## src/rtl/fcu_pkg.sv

```systemverilog
// types and constants for the flow control execute unit
// no dependencies
package fcu_pkg;

   localparam int STACK_DEPTH = 256;
   localparam int SP_W        = $clog2(STACK_DEPTH);

   // csr register index of the brk vector
   localparam logic CSR_IDX_BREAK = 1'b0;

   // opcodes
   localparam logic [7:0] OP_BRK    = 8'h00;
   localparam logic [7:0] OP_NOP    = 8'hEA;
   localparam logic [7:0] OP_BIT_ZP = 8'h24;
   localparam logic [7:0] OP_BIT_AB = 8'h2C;
   localparam logic [7:0] OP_CLC    = 8'h18;
   localparam logic [7:0] OP_SEC    = 8'h38;
   localparam logic [7:0] OP_CLI    = 8'h58;
   localparam logic [7:0] OP_SEI    = 8'h78;
   localparam logic [7:0] OP_CLV    = 8'hB8;
   localparam logic [7:0] OP_CLD    = 8'hD8;
   localparam logic [7:0] OP_SED    = 8'hF8;
   localparam logic [7:0] OP_BPL    = 8'h10;
   localparam logic [7:0] OP_BMI    = 8'h30;
   localparam logic [7:0] OP_BVC    = 8'h50;
   localparam logic [7:0] OP_BVS    = 8'h70;
   localparam logic [7:0] OP_BCC    = 8'h90;
   localparam logic [7:0] OP_BCS    = 8'hB0;
   localparam logic [7:0] OP_BNE    = 8'hD0;
   localparam logic [7:0] OP_BEQ    = 8'hF0;
   localparam logic [7:0] OP_JMP_AB = 8'h4C;
   localparam logic [7:0] OP_JMP_IN = 8'h6C;
   localparam logic [7:0] OP_JSR    = 8'h20;
   localparam logic [7:0] OP_RTS    = 8'h60;
   localparam logic [7:0] OP_RTI    = 8'h40;

   // status flag masks
   localparam logic [7:0] F_C = 8'h01;
   localparam logic [7:0] F_Z = 8'h02;
   localparam logic [7:0] F_I = 8'h04;
   localparam logic [7:0] F_D = 8'h08;
   localparam logic [7:0] F_B = 8'h10;
   localparam logic [7:0] F_U = 8'h20;
   localparam logic [7:0] F_V = 8'h40;
   localparam logic [7:0] F_N = 8'h80;

   localparam logic [7:0] BIT_KEEP_MASK = 8'h3D;
   localparam logic [7:0] CLC_MASK      = 8'hFE;
   localparam logic [7:0] CLI_MASK      = 8'hFB;
   localparam logic [7:0] CLV_MASK      = 8'hBF;
   localparam logic [7:0] CLD_MASK      = 8'hF7;

   localparam logic [SP_W-1:0] SP_EMPTY = SP_W'(STACK_DEPTH - 1);

   // request item, operation in the low bits
   typedef struct packed {
      logic [7:0]  acc;
      logic [7:0]  mem_hi;
      logic [7:0]  mem_lo;
      logic [15:0] operand;
      logic [7:0]  operation;
   } req_item_type;

   // result item, next_pc in the low bits
   typedef struct packed {
      logic            unsupported;
      logic            halted;
      logic            branch_taken;
      logic [SP_W-1:0] stack_ptr;
      logic [7:0]      status;
      logic [15:0]     next_pc;
   } rsp_item_type;

   localparam int RSP_ITEM_W = $bits(rsp_item_type);
   localparam int RSP_DATA_W = ((RSP_ITEM_W + 7) / 8) * 8;

   typedef logic [1:0] step_type;

   typedef struct packed {
      logic            en;
      logic [SP_W-1:0] addr;
      logic [7:0]      data;
   } ram_wr_type;

   typedef struct packed {
      logic            en;
      logic [SP_W-1:0] addr;
   } ram_rd_type;

endpackage

```

## src/rtl/fcu_stack_ram.sv

```systemverilog
// stack page memory: one write port, one registered read port
// depends on fcu_pkg
module fcu_stack_ram
   import fcu_pkg::*;
(
   input  logic       clock,
   input  ram_wr_type wr,
   input  ram_rd_type rd,
   output logic [7:0] rd_data_ff
);

   logic [7:0] mem [STACK_DEPTH];

   always_ff @(posedge clock) begin
      if (wr.en) begin
         mem[wr.addr] <= wr.data;
      end
      if (rd.en) begin
         rd_data_ff <= mem[rd.addr];
      end
   end

endmodule

```

## src/rtl/fcu_exec.sv

```systemverilog
// execute stage: architectural state, stack sequencer and result build
// depends on fcu_pkg and drives fcu_stack_ram through the top level
module fcu_exec
   import fcu_pkg::*;
(
   input  logic         clock,
   input  logic         reset,
   input  logic         in_valid,
   input  req_item_type in_item,
   input  logic         out_free,
   input  logic [15:0]  break_vector,
   input  logic [7:0]   rd_data,
   output ram_wr_type   ram_wr,
   output ram_rd_type   ram_rd,
   output logic         finish,
   output rsp_item_type result
);

   logic [15:0]     pc_ff, pc_in;
   logic [SP_W-1:0] sp_ff, sp_in;
   logic [7:0]      flags_ff, flags_in;
   logic            stopped_ff, stopped_in;
   step_type        step_ff, step_in;
   logic [7:0]      byte0_ff, byte0_in;
   logic [7:0]      byte1_ff, byte1_in;

   logic            advance;
   step_type        last_step;
   logic [15:0]     ret_addr;
   logic [15:0]     br_base;
   logic [15:0]     br_off;
   logic            is_branch;
   logic            cond;
   logic            taken;
   logic            unsup;
   logic            stop_now;
   logic [7:0]      bit_flags;
   logic [7:0]      op;

   assign op       = in_item.operation;
   assign advance  = in_valid && out_free;
   assign ret_addr = pc_ff + 16'd2;
   assign br_base  = pc_ff + 16'd2;
   assign br_off   = {{8{in_item.operand[7]}}, in_item.operand[7:0]};

   always_comb begin
      bit_flags = (flags_ff & BIT_KEEP_MASK) | (in_item.mem_lo & (F_N | F_V));
      if ((in_item.mem_lo & in_item.acc) == 8'd0) begin
         bit_flags = bit_flags | F_Z;
      end
   end

   // last sequencer step of the stack traffic for each opcode
   always_comb begin
      last_step = 2'd0;
      if (!stopped_ff) begin
         case (op)
            OP_BRK:  last_step = (sp_ff < SP_W'(3))        ? 2'd0 : 2'd2;
            OP_JSR:  last_step = (sp_ff < SP_W'(2))        ? 2'd0 : 2'd1;
            OP_RTS:  last_step = (sp_ff > SP_W'(8'hFD))    ? 2'd0 : 2'd2;
            OP_RTI:  last_step = (sp_ff > SP_W'(8'hFC))    ? 2'd0 : 2'd3;
            default: last_step = 2'd0;
         endcase
      end
   end

   assign finish = advance && (step_ff == last_step);

   // stack port control
   always_comb begin
      ram_wr.en   = advance && !stopped_ff &&
                    (((op == OP_BRK) && (sp_ff >= SP_W'(3))) ||
                     ((op == OP_JSR) && (sp_ff >= SP_W'(2))));
      ram_wr.addr = sp_ff - SP_W'(step_ff);
      case (step_ff)
         2'd0:    ram_wr.data = ret_addr[15:8];
         2'd1:    ram_wr.data = ret_addr[7:0];
         default: ram_wr.data = flags_ff | F_U | F_B;
      endcase
      ram_rd.en   = advance;
      ram_rd.addr = sp_ff + SP_W'(1) + SP_W'(step_ff);
   end

   always_comb begin
      byte0_in = byte0_ff;
      byte1_in = byte1_ff;
      step_in  = step_ff;
      if (advance) begin
         if (step_ff == 2'd1) begin
            byte0_in = rd_data;
         end
         if (step_ff == 2'd2) begin
            byte1_in = rd_data;
         end
         step_in = finish ? 2'd0 : step_ff + 2'd1;
      end
   end

   // instruction effect, committed on finish
   always_comb begin
      pc_in      = pc_ff;
      sp_in      = sp_ff;
      flags_in   = flags_ff;
      stopped_in = stopped_ff;
      is_branch  = 1'b0;
      cond       = 1'b0;
      unsup      = 1'b0;
      stop_now   = 1'b0;
      case (op)
         OP_BRK: begin
            if (sp_ff < SP_W'(3)) begin
               stop_now = 1'b1;
            end else begin
               sp_in    = sp_ff - SP_W'(3);
               flags_in = flags_ff | F_I;
               pc_in    = break_vector;
            end
         end
         OP_NOP:    pc_in = pc_ff + 16'd1;
         OP_BIT_ZP: begin
            flags_in = bit_flags;
            pc_in    = pc_ff + 16'd2;
         end
         OP_BIT_AB: begin
            flags_in = bit_flags;
            pc_in    = pc_ff + 16'd3;
         end
         OP_CLC: begin flags_in = flags_ff & CLC_MASK; pc_in = pc_ff + 16'd1; end
         OP_SEC: begin flags_in = flags_ff | F_C;      pc_in = pc_ff + 16'd1; end
         OP_CLI: begin flags_in = flags_ff & CLI_MASK; pc_in = pc_ff + 16'd1; end
         OP_SEI: begin flags_in = flags_ff | F_I;      pc_in = pc_ff + 16'd1; end
         OP_CLV: begin flags_in = flags_ff & CLV_MASK; pc_in = pc_ff + 16'd1; end
         OP_CLD: begin flags_in = flags_ff & CLD_MASK; pc_in = pc_ff + 16'd1; end
         OP_SED: begin flags_in = flags_ff | F_D;      pc_in = pc_ff + 16'd1; end
         OP_BPL: begin is_branch = 1'b1; cond = (flags_ff & F_N) == 8'd0; end
         OP_BMI: begin is_branch = 1'b1; cond = (flags_ff & F_N) != 8'd0; end
         OP_BVC: begin is_branch = 1'b1; cond = (flags_ff & F_V) == 8'd0; end
         OP_BVS: begin is_branch = 1'b1; cond = (flags_ff & F_V) != 8'd0; end
         OP_BCC: begin is_branch = 1'b1; cond = (flags_ff & F_C) == 8'd0; end
         OP_BCS: begin is_branch = 1'b1; cond = (flags_ff & F_C) != 8'd0; end
         OP_BNE: begin is_branch = 1'b1; cond = (flags_ff & F_Z) == 8'd0; end
         OP_BEQ: begin is_branch = 1'b1; cond = (flags_ff & F_Z) != 8'd0; end
         OP_JMP_AB: begin
            if (in_item.operand == pc_ff) begin
               stop_now = 1'b1;
            end else begin
               pc_in = in_item.operand;
            end
         end
         OP_JMP_IN: pc_in = {in_item.mem_hi, in_item.mem_lo};
         OP_JSR: begin
            if (sp_ff < SP_W'(2)) begin
               stop_now = 1'b1;
            end else begin
               sp_in = sp_ff - SP_W'(2);
               pc_in = in_item.operand;
            end
         end
         OP_RTS: begin
            if (sp_ff > SP_W'(8'hFD)) begin
               stop_now = 1'b1;
            end else begin
               sp_in = sp_ff + SP_W'(2);
               pc_in = {rd_data, byte0_ff} + 16'd1;
            end
         end
         OP_RTI: begin
            if (sp_ff > SP_W'(8'hFC)) begin
               stop_now = 1'b1;
            end else begin
               // interrupt return that empties the stack completes, then halts
               sp_in    = sp_ff + SP_W'(3);
               flags_in = byte0_ff;
               pc_in    = {rd_data, byte1_ff};
               stop_now = (sp_ff + SP_W'(3)) == SP_EMPTY;
            end
         end
         default: unsup = 1'b1;
      endcase
      if (is_branch) begin
         pc_in = cond ? br_base + br_off : br_base;
      end
      taken = is_branch && cond;
      if (stop_now) begin
         stopped_in = 1'b1;
      end
      // a halted unit ignores everything
      if (stopped_ff) begin
         pc_in    = pc_ff;
         sp_in    = sp_ff;
         flags_in = flags_ff;
         taken    = 1'b0;
         unsup    = 1'b0;
      end
      result.next_pc      = pc_in;
      result.status       = flags_in;
      result.stack_ptr    = sp_in;
      result.branch_taken = taken;
      result.halted       = stopped_in;
      result.unsupported  = unsup;
   end

   always_ff @(posedge clock) begin
      if (reset) begin
         pc_ff      <= 16'd0;
         sp_ff      <= SP_EMPTY;
         flags_ff   <= 8'd0;
         stopped_ff <= 1'b0;
         step_ff    <= 2'd0;
      end else begin
         step_ff <= step_in;
         if (finish) begin
            pc_ff      <= pc_in;
            sp_ff      <= sp_in;
            flags_ff   <= flags_in;
            stopped_ff <= stopped_in;
         end
      end
   end

   always_ff @(posedge clock) begin
      byte0_ff <= byte0_in;
      byte1_ff <= byte1_in;
   end

endmodule

```

## src/rtl/flow_control_execute_unit_top.sv

```systemverilog
// top level of the flow control execute unit: request register, csr port, result register
// depends on fcu_pkg, fcu_exec and fcu_stack_ram
//
// executes 6502 branch, jump, flag, bit and stack instructions, one request per item
// request channel req_*: one decoded instruction (opcode, operand, memory bytes, acc)
// result channel rsp_*: next pc, status flags, stack pointer and three indicator bits
// csr port csr_*: apb-style, register 0 at address 0 holds the brk vector
// a request passes from the request register through the combinational execute
// stage into the result register; jsr and brk push and rts and rti pop the stack
// page one byte per sequencer step, and the page has one write and one read port
// non-stack opcodes take a new request every clock while results are not stalled;
// a stack opcode holds the request register until its last stack byte is done
// a request register in front of the execute stage and a result register behind it
// let a new request be taken while a finished result still waits
// when the receiver stalls, the result holds and the execute stage waits; the
// request register still takes one more request
// reset: pc 0, stack pointer 0xff, flags 0, unit running, brk vector 0
// the stack page is not cleared; pops only read bytes that pushes wrote
// once halted, every request returns the frozen state with halted set
module flow_control_execute_unit_top
   import fcu_pkg::*;
(
   input  logic                  clock,
   input  logic                  reset,
   // request: operation, operand, mem_lo, mem_hi, acc from bit 0 up
   input  logic                  req_tvalid,
   output logic                  req_tready,
   input  logic [47:0]           req_tdata,
   // result: next_pc, status, stack_ptr, branch_taken, halted, unsupported from bit 0 up,
   // zero padded
   output logic                  rsp_tvalid,
   input  logic                  rsp_tready,
   output logic [RSP_DATA_W-1:0] rsp_tdata,
   // csr port
   input  logic                  csr_psel,
   input  logic                  csr_penable,
   input  logic                  csr_pwrite,
   input  logic [2:0]            csr_paddr,
   input  logic [31:0]           csr_pwdata,
   output logic [31:0]           csr_prdata,
   output logic                  csr_pready
);

   // request register
   logic         in_valid_ff, in_valid_in;
   req_item_type in_item_ff, in_item_in;
   // result register
   logic         rsp_valid_ff, rsp_valid_in;
   rsp_item_type rsp_item_ff, rsp_item_in;
   // brk vector register
   logic [15:0]  break_vector_ff, break_vector_in;

   logic         req_fire;
   logic         out_free;
   logic         finish;
   rsp_item_type result;
   ram_wr_type   ram_wr;
   ram_rd_type   ram_rd;
   logic [7:0]   rd_data;
   logic         csr_wr;

   // request register frees up when the execute stage finishes its item
   assign req_tready  = !in_valid_ff || finish;
   assign req_fire    = req_tvalid && req_tready;
   assign out_free    = !rsp_valid_ff || rsp_tready;

   always_comb begin
      in_valid_in = in_valid_ff;
      in_item_in  = in_item_ff;
      if (req_fire) begin
         in_valid_in = 1'b1;
         in_item_in  = req_item_type'(req_tdata);
      end else if (finish) begin
         in_valid_in = 1'b0;
      end
   end

   always_comb begin
      rsp_valid_in = rsp_valid_ff;
      rsp_item_in  = rsp_item_ff;
      if (finish) begin
         rsp_valid_in = 1'b1;
         rsp_item_in  = result;
      end else if (rsp_tready) begin
         rsp_valid_in = 1'b0;
      end
   end

   assign rsp_tvalid = rsp_valid_ff;
   assign rsp_tdata  = RSP_DATA_W'(rsp_item_ff);

   // csr write at the access phase
   assign csr_pready      = 1'b1;
   assign csr_wr          = csr_psel && csr_penable && csr_pwrite && csr_pready;
   assign break_vector_in = (csr_wr && (csr_paddr[2] == CSR_IDX_BREAK)) ?
                            csr_pwdata[15:0] : break_vector_ff;
   assign csr_prdata      = (csr_paddr[2] == CSR_IDX_BREAK) ?
                            {16'd0, break_vector_ff} : 32'd0;

   always_ff @(posedge clock) begin
      if (reset) begin
         in_valid_ff     <= 1'b0;
         rsp_valid_ff    <= 1'b0;
         break_vector_ff <= 16'd0;
      end else begin
         in_valid_ff     <= in_valid_in;
         rsp_valid_ff    <= rsp_valid_in;
         break_vector_ff <= break_vector_in;
      end
   end

   always_ff @(posedge clock) begin
      in_item_ff  <= in_item_in;
      rsp_item_ff <= rsp_item_in;
   end

   fcu_exec u_exec (
      .clock        (clock),
      .reset        (reset),
      .in_valid     (in_valid_ff),
      .in_item      (in_item_ff),
      .out_free     (out_free),
      .break_vector (break_vector_ff),
      .rd_data      (rd_data),
      .ram_wr       (ram_wr),
      .ram_rd       (ram_rd),
      .finish       (finish),
      .result       (result)
   );

   fcu_stack_ram u_stack (
      .clock      (clock),
      .wr         (ram_wr),
      .rd         (ram_rd),
      .rd_data_ff (rd_data)
   );

endmodule

```

## config.mk

```make
export PLATFORM = sky130hd
export DESIGN_NAME = flow_control_execute_unit_top
export DESIGN_NICKNAME = d
export VERILOG_FILES = /design/src/rtl/fcu_pkg.sv /design/src/rtl/fcu_stack_ram.sv /design/src/rtl/fcu_exec.sv /design/src/rtl/flow_control_execute_unit_top.sv
export SDC_FILE = /design/constraint.sdc
export NUM_CORES = 2
export LEC_CHECK = 0
export ABC_CLOCK_PERIOD_IN_PS = 8600
export BUFFER_PORTS_ARGS = -buffer_cell sky130_fd_sc_hd__buf_2
export CAP_MARGIN = 20
export CORE_AREA = 2 2 426 428
export DETAILED_ROUTE_END_ITERATION = 8
export DIE_AREA = 0 0 428 430
export GPL_TIMING_DRIVEN = 0
export PLACE_DENSITY = 0.69
export SYNTH_ARGS = -nofsm -noshare
export SYNTH_HDL_FRONTEND = slang
export SYNTH_SLANG_ARGS = --single-unit
```

## constraint.sdc

```tcl
create_clock -name clock -period 8.6 [get_ports clock]
set_clock_uncertainty 0.2 [all_clocks]
set_input_delay 1.29 -clock clock [delete_from_list [all_inputs] [get_ports clock]]
set_output_delay 1.29 -clock clock [all_outputs]
set_load 0.05 [all_outputs]
```

# [After elaboration in Yosys (flattened, before gate mapping)]
# Memory sizes are Yosys's and may differ from the RTL's. A register that Yosys moved wholly into a read port is not among the register bits.
# Index checks and enable logic that the tools add are counted.
[totals] regBits=152 mem_bits_rw=2048 word_cells=149 memories=1
[mem_list] memory="u_stack.mem" depth=256 width=8 rd=1 rd_ports_with_merged_regs=1 write_ports=1 line_no="fcu_stack_ram.sv:12" source="logic [7:0] mem [STACK_DEPTH];"
[op_classes] n_addsub=13 n_lt_le_gt_ge=6 eq_ne=28 mux=45 bitwise_logic=3 n_reduce_logical=32
[ops] cell="$mux W16" count=9
[ops] cell="$pmux W16 S9" count=1
[ops] cell="$pmux W8 S10" count=1
[ops] cell="$eq A8 B8 Y1 const B" count=9
[ops] cell="$eq A8 B7 Y1 const B" count=8
[ops] cell="$mux W8" count=7
[ops] cell="$logic_not A8 Y1" count=6
[ops] cell="$eq A8 B6 Y1 const B" count=5
[ops] cell="$add A16 B1 Y16 const B" count=2
[ops] cell="$add A16 B2 Y16 const B" count=2
[ops] cell="$pmux W8 S4" count=1
[ops] cell="$reduce_or A24 Y1" count=1
[ops] cell="$add A16 B16 Y16" count=1
[ops] cell="$add A8 B2 Y8 const B" count=2
[ops] cell="$eq A16 B16 Y1" count=1
[ops] cell="$eq A8 B5 Y1 const B" count=2
[ops] cell="$ge A8 B2 Y1 const B" count=2
[ops] cell="$gt A8 B8 Y1 const B" count=2
[ops] cell="$lt A8 B2 Y1 const B" count=2
[ops] cell="$pmux W8 S2" count=1
[ops] cell="$reduce_or A8 Y1" count=2
[ops] cell="$sub A8 B2 Y8 const B" count=2
[ops] cell="$mux W1" count=15
[ops] cell="$mux W2" count=6
[ops] cell="21 further kinds" count=37

# [Depth between registers and ports, before layout]
[depth] ltp_word=9 mapped_depth=15 depth_no_buf=13

# [Hierarchy]
# A second synthesis with hierarchy kept.
[hier_totals] cells_unflattened=4846 hier_area_um2=89856.2
[by_module_without_submodules] module="fcu_stack_ram" instances=1 cells_per_inst=3733 area_each_um2=79636.4 seq_area_each_um2=61739.2
[by_module_without_submodules] module="fcu_exec" instances=1 cells_per_inst=910 area_each_um2=6627.6 seq_area_each_um2=1181.1
[by_module_without_submodules] module="flow_control_execute_unit_top" instances=1 cells_per_inst=203 area_each_um2=3592.2 seq_area_each_um2=2852.7

# [Worst setup path after synthesis]
# No wires, ideal clock.
[synth_path] kind="register -> register" startpoint="register u_exec.pc_ff[1]" endpoint="memory u_stack.mem[0][1] (data pin)" setup_ps=864 arrival_ps=4681 t_required_ps=7536 setup_slack_ps=2855 stages_incl_launch_ff=6 path_buffers=0 path_cell_list="dfxtp_1 -> ha_1 -> nand3_1 -> nor3_1 -> xor2_1 -> a221o_1"
[synth_rtl] item="start, declared" line_no="fcu_exec.sv:19" source="logic [15:0] pc_ff, pc_in;"
[synth_rtl] item="start signal, assigned" line_no="fcu_exec.sv:213" source="pc_ff <= pc_in;"
[synth_rtl] item="end, declared" line_no="fcu_stack_ram.sv:12"

# [Worst setup path after layout]
[layout_path] startpoint="register u_exec.sp_ff[0]" endpoint="register u_stack.rd_data_ff[1], read port of u_stack.mem (data pin)"
[layout_between] elab_chain_cells=2
[layout_lines] item="start, declared" line_no="fcu_exec.sv:20" source="logic [SP_W-1:0] sp_ff, sp_in;"
[layout_lines] item="start signal, assigned" line_no="fcu_exec.sv:214" source="sp_ff <= sp_in;"
[layout_lines] item="$add A8 B1 Y8" line_no="fcu_exec.sv:81" source="ram_rd.addr = sp_ff + SP_W'(1) + SP_W'(step_ff);"
[layout_lines] item="$add A8 B2 Y8" line_no="fcu_exec.sv:81"
[layout_lines] item="end, declared" line_no="fcu_stack_ram.sv:9" source="output logic [7:0] rd_data_ff"
# No other way between the ends.
# A chain may end at the register's enable or synchronous reset.

==> impl_metrics.py <==
metrics = {
    "run_status": {
        "outcome": "finished clean",
    },
    "worst_setup_path": {
        "reg2reg_depth": 12,
        "reg2reg_slack_ps": 1640,
        "critPathLaunchType": "register",
        "crit_slowest_cell": "clkbuf_1",
        "arrival_ps": 7310,
        "crit_path_max_fanout": 10,
        "cp.required_ps": 8950,
        "worstSetupEndpointType": "register",
        "critPathMaxStageDelay_ps": 900,
        "crit_chain": "clkbuf_1, inv_1, ha_1, fa_1, clkbuf_1, clkbuf_1, clkbuf_1, mux4_2, mux4_2, mux4_2, a22oi_1, nand2_1",
        "crit_buf_inv": 5,
        "critPathTopFamily": "buffers and inverters",
        "crit_top_cell": "clkbuf_1",
        "crit_type": "reg2reg",
        "reg2reg_to": "u_stack.rd_data_ff[1]",
        "rr_startpoint": "u_exec.sp_ff[0]",
    },
    "worst_hold_path": {
        "hold_end": "u_exec.flags_ff[5]",
        "hp-class": "reg2reg",
        "hold_depth": 2,
        "hold_start": "u_exec.flags_ff[5]",
    },
    "clock_tree": {
        "clockBufferDepth": 3,
        "cts_tree": "yes",
        "cts.sinks": 2208,
        "cts_resized": 0,
        "htreeDepth": 4,
        "post_cts_buffers": 0,
        "clk_pin_slew_worst_paths_ps": 60,
        "cts-buffers-inserted": 213,
        "cts_root_buffer": "clkbuf_16",
        "clock_latency_ps": 840,
        "cts_hold_buffers": 0,
    },
    "flow_run": {
        "timing.max_cap.violations": 0,
    },
    "synth": {
        "synth-simple-area-share": 0.0372,
        "synth_cells": 4369,
        "ys_top_cells_by_area": "edfxtp_1, mux4_2, nor2_1",
        "ys_seq_elements": 2208,
        "synthXorXnorAreaFrac": 0.00786,
        "synth.distinct_cells": 88,
        "ys_seq_area_frac": 0.738,
        "dominantRegCellSynth": "edfxtp_1",
        "netlist_area_sq_um": 89100,
        "ys_async_sr_fraction": 0,
        "synthMuxAreaShare": 0.171,
        "netlist.top_cell.by_area": "edfxtp_1",
        "synth-compound-area-share": 0.0258,
        "yosysWarnings": 0,
        "synth_top_area_share": 0.726,
        "synth_top_family_by_area": "multiplexers",
        "avgSynthCellArea_sq_um": 20.4,
        "synth-edff-count": 2155,
        "synthAdderAreaFrac": 0.00539,
    },
    "final_layout": {
        "final_common_cell": "edfxtp_1",
        "multi_input_area_sq_um": 22200,
        "final_cell_mix": "edfxtp_1, mux4_2, nor2_1",
        "seqCellArea_sq_um": 65800,
        "final_area_sq_um": 101000,
        "fin_util": 0.560,
        "area_delta_synth_final_pct": 13.0,
        "fillers": 13298,
        "nNetsFinal": 4902,
        "layout.cells.non_filler": 7332,
        "drive_above_1_share": 0.258,
    },
    "timing": {
        "max_slew_margin": 0.169,
        "hold_viol": 0,
        "period_needed_ps": 6960,
        "setup_viol": 0,
        "hold_slack_ps": 307,
        "fin_crit_sh": 0.810,
        "rsz0062_at_grt": "no",
        "fmax_ghz": 0.144,
        "maxSlewViolCount": 0,
        "worst_pin_slew_ps": 1240,
    },
    "routing": {
        "dr.first_iter.drc_count": 6399,
        "wirelength_um": 245000,
        "wl_per_cell_um": 33.4,
        "drc": 0,
        "first_pass_iters": 7,
        "dr_total_vias": 47180,
        "via_per_inst": 6.43,
        "drtAntennaViolNets": 0,
    },
    "grt": {
        "grt_usage": 0.266,
        "grt_pass1_vias": 46397,
        "grt_pass1_wl_um": 345000,
        "antenna_found_initial": 9,
        "overflow": 0,
        "grt_max_degree": 89,
    },
    "pwr": {
        "powerDensity_nw_per_um2": 226,
        "ir_worst_vdd_v": 0.000213,
        "p_leak_uw": 0.0333,
    },
    "place": {
        "place_inst": 6926,
        "dp_hpwl_um": 165000,
        "placed_cell_area_sq_um": 93800,
        "routabilityCongestion": 0.942,
        "io_buffers": 123,
    },
    "die": {
        "fp.dieW_um": 428,
        "core_area_sq_um": 180000,
        "rows": 156,
        "dieArea_sq_um": 184000,
        "ios": 165,
        "die_h_um": 430,
        "start_util": 0.496,
    },
}
-- sequential cells by signal, summed over array words and instances (netlist names) --
register            cells
u_exec.byte0_ff         8
u_exec.step_ff          2
u_exec.sp_ff            8
in_item_ff             48
u_exec.stopped_ff       1
u_exec.flags_ff         8
rsp_tvalid              1
u_exec.byte1_ff         8
rsp_tdata              35
u_stack.mem          2048
u_exec.pc_ff           16
in_valid_ff             1
u_stack.rd_data_ff      8
break_vector_ff        16
-- metal layers --
metal	global-route usage	vias up	wire, um
li1	-	18976	-
met1	0.363	24925	93300
met2	0.416	2769	115000
met3	0.0665	504	25500
met4	0.105	6	10600
met5	0.00130	-	35
-- cell usage after synthesis (32+ instances only) --
master,instances
a21oi_1,72
a22oi_1,35
buf_2,62
clkbuf_1,162
dfxtp_1,53
edfxtp_1,2155
ha_1,32
mux4_2,673
nand2_1,160
nand3_1,37
nor2_1,352
nor3_1,45
o21ai_0,35
xnor2_1,56
-- power by group --
group | internal (uW) | switching [uW]
Sequential | 11800 | 53.2
Clock | 5140 | 4050
Combinational | 619 | 1150
Total | 17600 | 5250
-- worst max-delay path by stage --
stage / startpoint / slack, ps / to / cells after the start
2_1_floorplan: u_exec.pc_ff[1] / 2850 / u_stack.mem[0][1] / 5
3_3_place_gp: u_exec.pc_ff[1] / -2030 / u_stack.mem[145][1] / 5
3_5_place_dp: u_exec.sp_ff[0] / 1610 / u_stack.rd_data_ff[0] / 12
4_1_cts: u_exec.sp_ff[0] / 1580 / u_stack.rd_data_ff[0] / 12
5_1_grt: u_exec.sp_ff[0] / 1600 / u_stack.rd_data_ff[1] / 12
6_report: u_exec.sp_ff[0] / 1640 / u_stack.rd_data_ff[1] / 12
-- worst min-delay path, cell delays in order, from the launching register on --
cell and delay (ps):
dfxtp_1 300, nor2_1 100, nor3_1 50
-- through the flow --
step | power, uW | setup WS, ps | setup TNS [ps]
final | 22800 | 1640 | 0
after global routing | 23300 | 1600 | 0
after CTS | 22900 | 1580 | 0
after global placement | 13800 | -2030 | -2729470
after detailed placement | 13800 | 1610 | 0
after floorplan | 13100 | 2850 | 0
-- kinds of logic (layout without fill, tap and decap cells) --
logic type      count (synthesis)  after routing
simple gates                  735            735
fa+ha+maj                      36             36
mux                           678            678
buf+inv                       302            870
xor+xnor                       80             80
flops                        2208           2208
compound gates                328            328
other cells                     2             27
-- cell type report --
class                      count  area share
antenna                        5    0.000124
sequential                  2208       0.653
tap                         2370      0.0294
multi-input combinational   1879       0.220
buffer                       276      0.0125
clock inverter               130      0.0126
inverter                      26    0.000994
clock buffer                 266      0.0552
timing repair buffer         172      0.0163
No activity file was read; power rests on OpenSTA's default activity.
